### src/rtl/ica_pkg.sv
// Package for the integer calculator with decimal text output.
// Holds widths, character codes, the operation and sequencer enums and the queue item type.
// No dependencies; every rtl file refers to it by scoped names.
`default_nettype none

package ica_pkg;

  // operand and result width
  localparam int unsigned DATA_W      = 32;
  // restoring divider takes one quotient bit per step
  localparam int unsigned DIV_STEPS   = DATA_W;
  localparam int unsigned DIV_CNT_W   = $clog2(DIV_STEPS);
  // a 32-bit magnitude has at most ten decimal digits
  localparam int unsigned MAX_DIGITS  = 10;
  localparam int unsigned DIG_CNT_W   = $clog2(MAX_DIGITS + 1);
  localparam int unsigned DIG_IDX_W   = $clog2(MAX_DIGITS);
  // "error" plus newline
  localparam int unsigned ERR_LEN     = 6;
  localparam int unsigned ERR_IDX_W   = $clog2(ERR_LEN);
  // depth of the queue between front and back
  localparam int unsigned QUEUE_DEPTH = 2;

  // ceil(2^35 / 10): floor(x * RECIP10 / 2^35) == x / 10 for any 32-bit x
  localparam logic [DATA_W-1:0] RECIP10       = 32'hCCCC_CCCD;
  localparam int unsigned       RECIP10_SHIFT = 35;

  // operator characters
  localparam logic [7:0] CHAR_ADD   = 8'd43;
  localparam logic [7:0] CHAR_SUB   = 8'd45;
  localparam logic [7:0] CHAR_MUL   = 8'd42;
  localparam logic [7:0] CHAR_DIV   = 8'd47;
  localparam logic [7:0] CHAR_REM   = 8'd37;
  // output characters
  localparam logic [7:0] CHAR_MINUS = 8'd45;
  localparam logic [7:0] CHAR_ZERO  = 8'd48;
  localparam logic [7:0] CHAR_NINE  = 8'd57;
  localparam logic [7:0] CHAR_NL    = 8'd10;
  localparam logic [7:0] CHAR_E     = 8'd101;
  localparam logic [7:0] CHAR_R     = 8'd114;
  localparam logic [7:0] CHAR_O     = 8'd111;

  // operation class decided by the front
  typedef enum logic [2:0] {
    OP_ADD,
    OP_SUB,
    OP_MUL,
    OP_DIV,
    OP_REM,
    OP_DIVZERO,
    OP_NONE
  } op_e;

  // back-end sequencer states
  typedef enum logic [3:0] {
    ST_IDLE,
    ST_MUL,
    ST_DIV,
    ST_FIX,
    ST_LOAD,
    ST_CONV,
    ST_SIGN,
    ST_DIGIT,
    ST_NL,
    ST_ERR
  } back_state_e;

  // one classified item waiting in the queue
  typedef struct packed {
    logic [DATA_W-1:0] operand_a;
    logic [DATA_W-1:0] operand_b;
    op_e               op;
  } item_t;

  // characters of the divide-by-zero text
  function automatic logic [7:0] err_char(input logic [ERR_IDX_W-1:0] idx);
    logic [7:0] c;
    unique case (idx)
      3'd0:    c = CHAR_E;
      3'd1:    c = CHAR_R;
      3'd2:    c = CHAR_R;
      3'd3:    c = CHAR_O;
      3'd4:    c = CHAR_R;
      default: c = CHAR_NL;
    endcase
    return c;
  endfunction

endpackage

`default_nettype wire

### src/rtl/ica_front.sv
// Front end: accepts items, classifies the operator and queues them for the back end.
// Depends on ica_pkg.
`default_nettype none

module ica_front #(
  parameter int unsigned QueueDepth = ica_pkg::QUEUE_DEPTH
) (
  input  wire logic                          clk_i,
  input  wire logic                          rst_ni,
  input  wire logic                          push_i,
  output      logic                          full_o,
  input  wire logic [ica_pkg::DATA_W-1:0]    operand_a_i,
  input  wire logic [ica_pkg::DATA_W-1:0]    operand_b_i,
  input  wire logic [7:0]                    func_i,
  output      logic                          q_valid_o,
  output      ica_pkg::item_t                q_item_o,
  input  wire logic                          q_pop_i
);

  localparam int unsigned PtrW = (QueueDepth > 1) ? $clog2(QueueDepth) : 1;
  localparam int unsigned CntW = $clog2(QueueDepth + 1);

  ica_pkg::op_e   op_class;
  ica_pkg::item_t entry_q [QueueDepth];
  logic [PtrW-1:0] wr_ptr_q, rd_ptr_q;
  logic [CntW-1:0] cnt_q;
  logic            wr_en, rd_en;
  logic            b_zero;

  // operator classification, divide by zero split off here
  assign b_zero = (operand_b_i == '0);

  always_comb begin
    unique case (func_i)
      ica_pkg::CHAR_ADD: op_class = ica_pkg::OP_ADD;
      ica_pkg::CHAR_SUB: op_class = ica_pkg::OP_SUB;
      ica_pkg::CHAR_MUL: op_class = ica_pkg::OP_MUL;
      ica_pkg::CHAR_DIV: op_class = b_zero ? ica_pkg::OP_DIVZERO : ica_pkg::OP_DIV;
      ica_pkg::CHAR_REM: op_class = b_zero ? ica_pkg::OP_DIVZERO : ica_pkg::OP_REM;
      default:           op_class = ica_pkg::OP_NONE;
    endcase
  end

  // queue control
  assign full_o    = (cnt_q == CntW'(QueueDepth));
  assign q_valid_o = (cnt_q != '0);
  assign wr_en     = push_i && !full_o;
  assign rd_en     = q_pop_i && q_valid_o;
  assign q_item_o  = entry_q[rd_ptr_q];

  always_ff @(posedge clk_i or negedge rst_ni) begin
    if (!rst_ni) begin
      wr_ptr_q <= '0;
      rd_ptr_q <= '0;
      cnt_q    <= '0;
    end else begin
      if (wr_en) begin
        wr_ptr_q <= (wr_ptr_q == PtrW'(QueueDepth - 1)) ? '0 : wr_ptr_q + 1'b1;
      end
      if (rd_en) begin
        rd_ptr_q <= (rd_ptr_q == PtrW'(QueueDepth - 1)) ? '0 : rd_ptr_q + 1'b1;
      end
      if (wr_en && !rd_en) begin
        cnt_q <= cnt_q + 1'b1;
      end else if (rd_en && !wr_en) begin
        cnt_q <= cnt_q - 1'b1;
      end
    end
  end

  // queue storage
  always_ff @(posedge clk_i) begin
    if (wr_en) begin
      entry_q[wr_ptr_q] <= '{operand_a: operand_a_i, operand_b: operand_b_i, op: op_class};
    end
  end

endmodule

`default_nettype wire

### src/rtl/ica_back.sv
// Back end: executes queued items (add, sub, shared multiplier, 32-step divider),
// converts the result to decimal one digit per cycle and emits text through an output register.
// Depends on ica_pkg.
`default_nettype none

module ica_back (
  input  wire logic                          clk_i,
  input  wire logic                          rst_ni,
  input  wire logic                          q_valid_i,
  input  wire ica_pkg::item_t                q_item_i,
  output      logic                          q_pop_o,
  output      logic                          empty_o,
  input  wire logic                          pop_i,
  output      logic [7:0]                    text_char_o,
  output      logic                          last_char_o
);

  localparam int unsigned W = ica_pkg::DATA_W;

  ica_pkg::back_state_e state_q, state_d;

  logic [W-1:0]                      a_q, b_q, res_q, mag_q, quo_q, rem_q, ub_q;
  logic                              neg_a_q, neg_b_q, neg_q, div_op_q;
  logic [ica_pkg::DIV_CNT_W-1:0]     cnt_q;
  logic [ica_pkg::DIG_CNT_W-1:0]     nd_q;
  logic [3:0]                        dig_q [ica_pkg::MAX_DIGITS];
  logic [ica_pkg::ERR_IDX_W-1:0]     err_idx_q;
  logic                              ov_q, olast_q;
  logic [7:0]                        och_q;

  logic                              can_emit, emit_en, emit_last;
  logic [7:0]                        emit_char;
  logic [W-1:0]                      mul_x, mul_y, q10, a_abs, b_abs, sum_ab, diff_ab;
  logic [2*W-1:0]                    prod;
  logic [3:0]                        digit, q10x10_lo;
  logic [W:0]                        trial;
  logic                              trial_ge;
  logic [ica_pkg::DIG_IDX_W-1:0]     rd_idx;

  // shared multiplier: operands for multiply, reciprocal of ten for conversion
  assign mul_x = (state_q == ica_pkg::ST_MUL) ? a_q : mag_q;
  assign mul_y = (state_q == ica_pkg::ST_MUL) ? b_q : ica_pkg::RECIP10;
  assign prod  = {{W{1'b0}}, mul_x} * {{W{1'b0}}, mul_y};
  assign q10   = W'(prod >> ica_pkg::RECIP10_SHIFT);

  // low digit: mag - 10 * (mag / 10), only four bits matter
  assign q10x10_lo = {q10[0], 3'b000} + {q10[2:0], 1'b0};
  assign digit     = mag_q[3:0] - q10x10_lo;

  // divider step on magnitudes
  assign trial    = {rem_q, quo_q[W-1]};
  assign trial_ge = (trial >= {1'b0, ub_q});

  assign a_abs   = q_item_i.operand_a[W-1] ? ('0 - q_item_i.operand_a) : q_item_i.operand_a;
  assign b_abs   = q_item_i.operand_b[W-1] ? ('0 - q_item_i.operand_b) : q_item_i.operand_b;
  assign sum_ab  = q_item_i.operand_a + q_item_i.operand_b;
  assign diff_ab = q_item_i.operand_a - q_item_i.operand_b;

  assign rd_idx   = ica_pkg::DIG_IDX_W'(nd_q - 1'b1);
  assign can_emit = !ov_q || pop_i;

  // state register
  always_ff @(posedge clk_i or negedge rst_ni) begin
    if (!rst_ni) begin
      state_q <= ica_pkg::ST_IDLE;
    end else begin
      state_q <= state_d;
    end
  end

  // next state and emit strobes
  always_comb begin
    state_d   = state_q;
    q_pop_o   = 1'b0;
    emit_en   = 1'b0;
    emit_last = 1'b0;
    emit_char = ica_pkg::CHAR_NL;
    unique case (state_q)
      ica_pkg::ST_IDLE: begin
        if (q_valid_i) begin
          q_pop_o = 1'b1;
          unique case (q_item_i.op)
            ica_pkg::OP_ADD,
            ica_pkg::OP_SUB:     state_d = ica_pkg::ST_LOAD;
            ica_pkg::OP_MUL:     state_d = ica_pkg::ST_MUL;
            ica_pkg::OP_DIV,
            ica_pkg::OP_REM:     state_d = ica_pkg::ST_DIV;
            ica_pkg::OP_DIVZERO: state_d = ica_pkg::ST_ERR;
            default:             state_d = ica_pkg::ST_NL;
          endcase
        end
      end
      ica_pkg::ST_MUL: state_d = ica_pkg::ST_LOAD;
      ica_pkg::ST_DIV: begin
        if (cnt_q == ica_pkg::DIV_CNT_W'(ica_pkg::DIV_STEPS - 1)) begin
          state_d = ica_pkg::ST_FIX;
        end
      end
      ica_pkg::ST_FIX:  state_d = ica_pkg::ST_LOAD;
      ica_pkg::ST_LOAD: state_d = ica_pkg::ST_CONV;
      ica_pkg::ST_CONV: begin
        if (q10 == '0) begin
          state_d = neg_q ? ica_pkg::ST_SIGN : ica_pkg::ST_DIGIT;
        end
      end
      ica_pkg::ST_SIGN: begin
        if (can_emit) begin
          emit_en   = 1'b1;
          emit_char = ica_pkg::CHAR_MINUS;
          state_d   = ica_pkg::ST_DIGIT;
        end
      end
      ica_pkg::ST_DIGIT: begin
        if (can_emit) begin
          emit_en   = 1'b1;
          emit_char = ica_pkg::CHAR_ZERO + {4'b0000, dig_q[rd_idx]};
          if (nd_q == ica_pkg::DIG_CNT_W'(1)) begin
            state_d = ica_pkg::ST_NL;
          end
        end
      end
      ica_pkg::ST_NL: begin
        if (can_emit) begin
          emit_en   = 1'b1;
          emit_last = 1'b1;
          emit_char = ica_pkg::CHAR_NL;
          state_d   = ica_pkg::ST_IDLE;
        end
      end
      ica_pkg::ST_ERR: begin
        if (can_emit) begin
          emit_en   = 1'b1;
          emit_char = ica_pkg::err_char(err_idx_q);
          if (err_idx_q == ica_pkg::ERR_IDX_W'(ica_pkg::ERR_LEN - 1)) begin
            emit_last = 1'b1;
            state_d   = ica_pkg::ST_IDLE;
          end
        end
      end
      default: state_d = ica_pkg::ST_IDLE;
    endcase
  end

  // datapath registers
  always_ff @(posedge clk_i) begin
    unique case (state_q)
      ica_pkg::ST_IDLE: begin
        a_q       <= q_item_i.operand_a;
        b_q       <= q_item_i.operand_b;
        res_q     <= (q_item_i.op == ica_pkg::OP_SUB) ? diff_ab : sum_ab;
        neg_a_q   <= q_item_i.operand_a[W-1];
        neg_b_q   <= q_item_i.operand_b[W-1];
        div_op_q  <= (q_item_i.op == ica_pkg::OP_DIV);
        quo_q     <= a_abs;
        ub_q      <= b_abs;
        rem_q     <= '0;
        cnt_q     <= '0;
        err_idx_q <= '0;
      end
      ica_pkg::ST_MUL: res_q <= prod[W-1:0];
      ica_pkg::ST_DIV: begin
        rem_q <= trial_ge ? W'(trial - {1'b0, ub_q}) : trial[W-1:0];
        quo_q <= {quo_q[W-2:0], trial_ge};
        cnt_q <= cnt_q + 1'b1;
      end
      ica_pkg::ST_FIX: begin
        if (div_op_q) begin
          res_q <= (neg_a_q ^ neg_b_q) ? ('0 - quo_q) : quo_q;
        end else begin
          res_q <= neg_a_q ? ('0 - rem_q) : rem_q;
        end
      end
      ica_pkg::ST_LOAD: begin
        neg_q <= res_q[W-1];
        mag_q <= res_q[W-1] ? ('0 - res_q) : res_q;
        nd_q  <= '0;
      end
      ica_pkg::ST_CONV: begin
        dig_q[nd_q[ica_pkg::DIG_IDX_W-1:0]] <= digit;
        nd_q  <= nd_q + 1'b1;
        mag_q <= q10;
      end
      ica_pkg::ST_DIGIT: begin
        if (can_emit) begin
          nd_q <= nd_q - 1'b1;
        end
      end
      ica_pkg::ST_ERR: begin
        if (can_emit) begin
          err_idx_q <= err_idx_q + 1'b1;
        end
      end
      default: begin
      end
    endcase
  end

  // output register, one character deep
  always_ff @(posedge clk_i or negedge rst_ni) begin
    if (!rst_ni) begin
      ov_q <= 1'b0;
    end else if (emit_en) begin
      ov_q <= 1'b1;
    end else if (pop_i) begin
      ov_q <= 1'b0;
    end
  end

  always_ff @(posedge clk_i) begin
    if (emit_en) begin
      och_q   <= emit_char;
      olast_q <= emit_last;
    end
  end

  assign empty_o     = !ov_q;
  assign text_char_o = och_q;
  assign last_char_o = olast_q;

endmodule

`default_nettype wire

### src/rtl/int_alu_with_decimal_ascii_out_core.sv
// Integer calculator with decimal ASCII output: top level.
// Instantiates ica_front (accept and classify, item queue) and ica_back (execute and print).
// Depends on ica_pkg.
//
// Usage:
//   Input channel: operand_a_i, operand_b_i, func_i; a transaction completes on a clock edge
//   with push high and full low. Output channel: text_char_o, last_char_o; the oldest
//   character sits on the ports while empty is low and leaves on an edge with pop high.
//   Each item yields its text (optional '-', decimal digits, newline) or "error" and a
//   newline for a zero divisor, or a lone newline for an unknown operator; last_char_o
//   marks the newline.
// Sequencing:
//   The back end works on one item at a time. Add and subtract go straight to conversion
//   (1 to 10 digits, one digit per cycle of conversion through the shared multiplier);
//   multiply first passes through ST_MUL; divide and remainder first pass through the
//   32-step restoring divider and the sign fixup. Text then leaves at one character per
//   cycle while pop keeps up. The front queue holds QueueDepth items.
// Reset and stalls:
//   Reset empties the queue and the output register (empty high, full low). When pop stays
//   low the character holds, the back end waits, and full rises once the queue fills.
`default_nettype none

module int_alu_with_decimal_ascii_out_core #(
  parameter int unsigned QueueDepth = ica_pkg::QUEUE_DEPTH
) (
  input  wire logic                        clk_i,
  input  wire logic                        rst_ni,
  input  wire logic                        push,
  output      logic                        full,
  input  wire logic [ica_pkg::DATA_W-1:0]  operand_a_i,
  input  wire logic [ica_pkg::DATA_W-1:0]  operand_b_i,
  input  wire logic [7:0]                  func_i,
  output      logic                        empty,
  input  wire logic                        pop,
  output      logic [7:0]                  text_char_o,
  output      logic                        last_char_o
);

  logic           q_valid;
  logic           q_pop;
  ica_pkg::item_t q_item;

  // accept and classify
  ica_front #(
    .QueueDepth (QueueDepth)
  ) u_front (
    .clk_i       (clk_i),
    .rst_ni      (rst_ni),
    .push_i      (push),
    .full_o      (full),
    .operand_a_i (operand_a_i),
    .operand_b_i (operand_b_i),
    .func_i      (func_i),
    .q_valid_o   (q_valid),
    .q_item_o    (q_item),
    .q_pop_i     (q_pop)
  );

  // execute and print
  ica_back u_back (
    .clk_i       (clk_i),
    .rst_ni      (rst_ni),
    .q_valid_i   (q_valid),
    .q_item_i    (q_item),
    .q_pop_o     (q_pop),
    .empty_o     (empty),
    .pop_i       (pop),
    .text_char_o (text_char_o),
    .last_char_o (last_char_o)
  );

endmodule

`default_nettype wire

### config.mk
export PLATFORM = sky130hd
export DESIGN_NAME = int_alu_with_decimal_ascii_out_core
export DESIGN_NICKNAME = d
export VERILOG_FILES = /design/src/rtl/ica_pkg.sv /design/src/rtl/ica_front.sv /design/src/rtl/ica_back.sv /design/src/rtl/int_alu_with_decimal_ascii_out_core.sv
export SDC_FILE = /design/constraint.sdc
export NUM_CORES = 2
export LEC_CHECK = 0
export ABC_CLOCK_PERIOD_IN_PS = 18300
export BUFFER_PORTS_ARGS = -buffer_cell sky130_fd_sc_hd__clkbuf_2
export CAP_MARGIN = 0
export CORE_MARGIN = 3
export CORE_UTILIZATION = 60
export DETAILED_ROUTE_END_ITERATION = 16
export HOLD_SLACK_MARGIN = 0.12
export PLACE_DENSITY = 0.76
export SYNTH_ARGS = -nofsm -noshare
export SYNTH_HDL_FRONTEND = slang
export SYNTH_SLANG_ARGS = --single-unit
### constraint.sdc
create_clock -name clk_i -period 18.3 [get_ports clk_i]
set_input_delay 1.83 -clock clk_i [delete_from_list [all_inputs] [get_ports clk_i]]
set_output_delay 1.83 -clock clk_i [all_outputs]
set_load 0.05 [all_outputs]
# Word-level counts from Yosys, hierarchy flattened
# Memory sizes are Yosys's and may differ from the RTL's.
# Index checks and enable logic that the tools add are counted.
# op_classes
order_cmp	1
eq_ne	36
n_mux	56
mul	1
reduce_logical	30
addsub	19
n_bitwise	1
# ops
operator	n
32-bit 2-to-1 mux	9
32-bit case mux with 2 select lines	3
1-bit by 32-bit subtractor with 32-bit output (first input constant)	5
32-bit case mux with 3 select lines	1
32-bit logical NOT	2
32-bit by 32-bit multiplier with 64-bit output	1
32-bit subtractor	2
8-bit by 6-bit equality test with 1-bit output (second input constant)	5
4-bit 2-to-1 mux	10
4-bit case mux with 9 select lines	1
33-bit by 32-bit greater-or-equal comparator with 1-bit output	1
32-bit adder	1
31-bit 2-to-1 mux	1
8-bit case mux with 3 select lines	1
7-bit case mux with 3 select lines	1
4-bit by 3-bit equality test with 1-bit output (second input constant)	4
1-bit 2-to-1 mux	16
8-bit 2-to-1 mux	2
2-bit by 1-bit inequality test with 1-bit output (second input constant)	8
4-bit case mux with 4 select lines	1
3-bit case mux with 5 select lines	1
3-bit by 2-bit equality test with 1-bit output (second input constant)	4
3-bit equality test (second input constant)	4
4-bit case mux with 3 select lines	1
36 further kinds	59
# totals
wordCells	168
ff_bits	258
in_bits	76
ram_bits	174
n_memories	2
output_inout_bits	11
# memory_table
memory	depth	width	read_ports	rd_ports_with_merged_regs	write_ports	line_no	rtl
u_front.entry_q	2	67	1	0	1	ica_front.sv:24	ica_pkg::item_t entry_q [QueueDepth];
u_back.dig_q	10	4	1	0	1	ica_back.sv:26	logic [3:0] dig_q [ica_pkg::MAX_DIGITS];

# Longest topological paths before layout
# logic_depth
word_depth	7
ltp_mapped	38
ltp_nobuf	33

# Hierarchy
# From an unflattened synthesis, not the netlist that was laid out.
# unflattened
hier_cells	5991
hier_area_um2	57273.7
# modules_own_cells
module	cells_each	area_per_inst_um2	instances	seq_area_each_um2
ica_back	5739	52096.2	1	8683.3
ica_front	252	5177.5	1	4124.0

# Least setup slack after synthesis
# OpenSTA, ideal clock, no wires.
# synth_path
path_type	register to register
start	reg u_back.state_q[1]
end	reg u_front.cnt_q[1]
path_stages_with_launch	9
arrival_time_ns	12.957
setup_slack_ns	5.264
required_time_ns	18.221
setup_time_ns	0.079
n_path_buf	2
synth_period_minus_slack_ns	13.036
path_cell_list	dfrtp_1 clkbuf_1 clkbuf_1 nor4_1 o21ai_0 ha_1 xor2_1 nor2_1 xor2_1
# synth_between
elab_chain_len	6
word_cells_on_any_way	8
cone_classes	2 x mux; 6 x reduce/logical
# synth_rtl
element	line_no	rtl
start, declared	ica_back.sv:20	ica_pkg::back_state_e state_q, state_d;
start signal, assigned	ica_back.sv:65	state_q <= ica_pkg::ST_IDLE;
start signal, assigned	ica_back.sv:67	state_q <= state_d;
4-bit logical NOT (*)	ica_back.sv:78	unique case (state_q)
1-bit 2-to-1 mux (*)	ica_back.sv:78	
1-bit logical AND (*)	ica_front.sv:48	assign rd_en = q_pop_i && q_valid_o;
1-bit logical NOT	ica_front.sv:63	if (wr_en && !rd_en) begin
1-bit logical AND	ica_front.sv:63	
2-bit 2-to-1 mux / 2-bit nonzero test (equally long branches)	-	
end signal, assigned	ica_front.sv:64	cnt_q <= cnt_q + 1'b1;
end signal, assigned	ica_front.sv:66	cnt_q <= cnt_q - 1'b1;
end, declared	ica_front.sv:26	logic [CntW-1:0] cnt_q;
# Every way passes the cells marked *; elsewhere a longest branch is shown, timed or not.
# A chain may end at the register's enable or synchronous reset.

# Worst setup path in the final report
# layout_path
start	reg u_back.state_q[2]
end	reg u_back.state_q[2]
# layout_between
elab_chain_len	6
word_cells_on_any_way	26
cone_classes	1 x mul; 18 x eq/ne; 3 x mux; 4 x reduce/logical
# layout_rtl
element	line_no	rtl
4-bit by 1-bit equality test with 1-bit output	ica_back.sv:41, ica_back.sv:42, ica_back.sv:78	
32-bit 2-to-1 mux (on tied branches)	ica_back.sv:41, ica_back.sv:42	
32-bit by 32-bit multiplier with 64-bit output	ica_back.sv:43	assign prod = {{W{1'b0}}, mul_x} * {{W{1'b0}}, mul_y};
32-bit logical NOT	ica_back.sv:102	if (q10 == '0) begin
2-bit by 1-bit inequality test with 1-bit output (no source line)	-	
9-bit AND reduction (no source line)	-	
# Several ways; a longest one is shown, not always the timed one.

==> impl_metrics.env <==
export IMPL_run_status="complete, no violations"
export IMPL_worstPathBufferInverterCount=6
export IMPL_slowest_delay_ns=0.75
export IMPL_gp_congestion=1.07
export IMPL_rsz0062_at_grt="no"
export IMPL_finalMaxSlewViolations=0
export IMPL_crit_top_cell="sky130_fd_sc_hd__fa_1"
export IMPL_detail_route_vias_per_cell=6.18
export IMPL_synth_warnings=0
export IMPL_cp_num_cells=31
export IMPL_placementRows=113
export IMPL_layout_setup_ws_ns=6.33
export IMPL_synth_seq_area_share_pct=22.1
export IMPL_critPathRequiredTime_ns=18.76
export IMPL_cts_tree="done"
export IMPL_achievable_frequency_mhz=83.5
export IMPL_floorplan_die_height_um=317
export IMPL_count_of_flip_flops_with_a_built_in_enable_after_synthesis=419
export IMPL_min_path_cells=1
export IMPL_hold_violations=0
export IMPL_cts_inserted_buffers=40
export IMPL_final_min_clock_period_ns=11.97
export IMPL_critical_path_top_delay_family="adder cells"
export IMPL_initial_core_util_pct=60.7
export IMPL_design_final_nets=7443
export IMPL_post_synth_num_cell_types=92
export IMPL_static_leakage_power_uw=0.0278
export IMPL_num_io_pins=87
export IMPL_core_area_um2=95300
export IMPL_crit_fanout=63
export IMPL_grt_overflow=0
export IMPL_cts_root_buf="sky130_fd_sc_hd__clkbuf_16"
export IMPL_post_place_ws_ns=6.50
export IMPL_max_vdd_ir_drop_v=0.000149
export IMPL_postRouteAntennaNets=0
export IMPL_critical_path_startpoint_type="flip-flop"
export IMPL_worst_setup_hold_path_clk_slew_ns=0.07
export IMPL_first_drt_pass_iteration_count=5
export IMPL_vias=45890
export IMPL_critical_path_slowest_cell="sky130_fd_sc_hd__o21ai_0"
export IMPL_syn_avg_cell_area_um2=9.41
export IMPL_synthTopCellsByArea="sky130_fd_sc_hd__fa_1 (31%), sky130_fd_sc_hd__edfxtp_1 (22%), sky130_fd_sc_hd__ha_1 (7.5%)"
export IMPL_timing_clock_skew_ns=0.0431
export IMPL_ctsResizeCount=0
export IMPL_slew_headroom_pct=16.4
export IMPL_place_hpwl_um=155000
export IMPL_synth_top_cells_by_count="sky130_fd_sc_hd__inv_1 (956), sky130_fd_sc_hd__fa_1 (898), sky130_fd_sc_hd__nand2_1 (798)"
export IMPL_synthDominantCellAreaShare_pct=31.1
export IMPL_transition_at_the_pin_with_the_smallest_max_transition_slack_ns=1.25
export IMPL_design_die_area_um2=100000
export IMPL_arrival_ns=12.43
export IMPL_final_cells=7427
export IMPL_proportion_of_layout_cells_with_a_drive_suffix_above_1_pct=6.34
export IMPL_grt_start_max_net_pins=71
export IMPL_synth_top_area_cell="sky130_fd_sc_hd__fa_1"
export IMPL_synth_most_common_cell="sky130_fd_sc_hd__inv_1"
export IMPL_place_detailed_instances=7344
export IMPL_worstRegToRegCells=31
export IMPL_placement_io_buffers=85
export IMPL_power_per_cell_area_nw_per_um2=42.9
export IMPL_drv_max_cap_violation_count=0
export IMPL_route_detailed_wl_per_inst_um=26.6
export IMPL_netlist_instances=6147
export IMPL_first_global_vias=46967
export IMPL_violation_count_after_the_first_detailed_route_iteration=4581
export IMPL_grt_met2_usage_pct=63.0
export IMPL_number_of_synthesized_register_bits=428
export IMPL_grt_util_all_layers_pct=40.3
export IMPL_clk_latency_ns=0.60
export IMPL_synthToLayoutAreaGrowth_pct=5.89
export IMPL_cts_post_setup_buffers_inserted=0
export IMPL_cts_hold_buf=0
export IMPL_max_clock_path_buffers=3
export IMPL_total_neg_setup_slack_ns=0
export IMPL_mappedNetlistNets=7469
export IMPL_drt_drc_violations_left=0
export IMPL_grt_busiest_layer="met2"
export IMPL_drt_wl_total_um=198000
export IMPL_async_reset_ff_share_pct=2.10
export IMPL_antenna_violations_before_repair=15
export IMPL_critical_path_class="flip-flop to flip-flop"
export IMPL_grt_util_met3_pct=8.89
export IMPL_grt_pass1_wl_um=296000
export IMPL_die_w_um=317
export IMPL_setup_viol=0
export IMPL_gr_usage_met1_pct=50.7
export IMPL_p_total_uw=2630
export IMPL_layout_worst_path_cycle_share_pct=65.4
export IMPL_cts_num_sinks=428
export IMPL_synth_area_um2=57900
export IMPL_worst_hold_path_type="flip-flop to flip-flop"
export IMPL_h_tree_depth=2
export IMPL_synthFlopType="sky130_fd_sc_hd__edfxtp_1"
export IMPL_critPathCaptureType="flip-flop"
flip-flops by register name, indices dropped and copies added (netlist names), 2 cells and up:
register and flops:
u_back.mag_q 32, u_back.b_q 30, u_back.res_q 32, u_front.cnt_q 2, u_back.text_char_o 7, u_back.err_idx_q 3
u_back.quo_q 32, u_back.rem_q 32, u_back.a_q 31, u_front.entry_q 134, u_back.cnt_q 5, u_back.state_q 4
u_back.nd_q 4, u_back.dig_q 40, u_back.ub_q 32
per-layer routing:
| metal | wire, um | up-vias |
|---|---|---|
| met5 | 66 | - |
| met1 | 71500 | 22855 |
| li1 | - | 19650 |
| met3 | 20600 | 750 |
| met2 | 88700 | 2625 |
| met4 | 16600 | 10 |
kinds of logic after synthesis:
logic type | count (synthesis) | synth area share (%)
xor gates and xnor gates | 287 | 4.34
adders and majority gates | 1246 | 38.6
buffers and inverters | 1263 | 8.26
AOI/OAI and AO/OA | 745 | 7.97
muxes | 126 | 2.43
DFF | 428 | 22.1
and+or+nand+nor | 2051 | 16.3
other | 1 | 0.00648
worst register-to-register path, delay by kind of cell, from the launching register on:
family                   cells  cell delay (ns)
adder cells (fa/ha/maj)      9             4.34
flip-flops                   1             0.52
AO/OA/AOI/OAI                8             2.67
buffers and inverters        6             1.89
AND/OR/NAND/NOR              7             1.65
multiplexers                 1             0.78
per-stage QoR:
step	area, um^2	hold WS [ns]	utilization [%]
floorplan	57900	0.461	-
CTS	61200	0.558	64.3
detailed placement	59900	0.545	62.8
finish	61300	0.555	64.3
global route	61200	0.575	64.3
global placement	59900	0.500	62.8
report_power, final:
| part | internal, uW | leakage (uW) | switching [uW] |
|---|---|---|---|
| clock | 494 | 0.000659 | 383 |
| sequential | 1190 | 0.00397 | 24.6 |
| combinational | 188 | 0.0232 | 349 |
| total | 1870 | 0.0278 | 756 |
final timing paths:
| kind | startpoint | to | slack (ns) |
|---|---|---|---|
| setup reg to reg | u_back.state_q[2] | u_back.state_q[2] | 6.33 |
| max in group asynchronous | rst_ni | u_front.rd_ptr_q | 16.92 |
| hold reg to reg | u_front.wr_ptr_q | u_front.wr_ptr_q | 0.55 |
| hold / removal | u_front.wr_ptr_q | u_front.wr_ptr_q | 0.55 |
| min in group asynchronous | rst_ni | u_back.state_q[0] | 1.12 |
| setup / recovery | u_back.state_q[2] | u_back.state_q[2] | 6.33 |
layout by cell type (no fill, tap or decap), drive strengths merged, types with 37 or more instances in the layout:
| cell type | instances |
|---|---|
| clkbuf | 136 |
| o21ai | 227 |
| xor2 | 110 |
| and3 | 92 |
| xnor2 | 177 |
| o31ai | 45 |
| a21o | 56 |
| a21oi | 201 |
| nand2b | 37 |
| buf | 139 |
| fa | 898 |
| nand3 | 58 |
| nor3 | 56 |
| o211ai | 42 |
| inv | 971 |
| and2 | 221 |
| nand2 | 798 |
| nor2 | 575 |
| edfxtp | 419 |
| mux2i | 89 |
| or3 | 51 |
| ha | 348 |
final cells by class:
class / instances / area, um^2
Multi-Input combinational cell: 4456 / 40400
Tap cell: 1265 / 1580
Sequential cell: 428 / 12800
Clock buffer: 51 / 1080
Timing Repair Buffer: 224 / 1470
Antenna cell: 9 / 22.5
Fill cell: 7898 / 34000
Inverter: 971 / 3640
Clock inverter: 23 / 270
No activity file was read; power rests on OpenSTA's default activity.
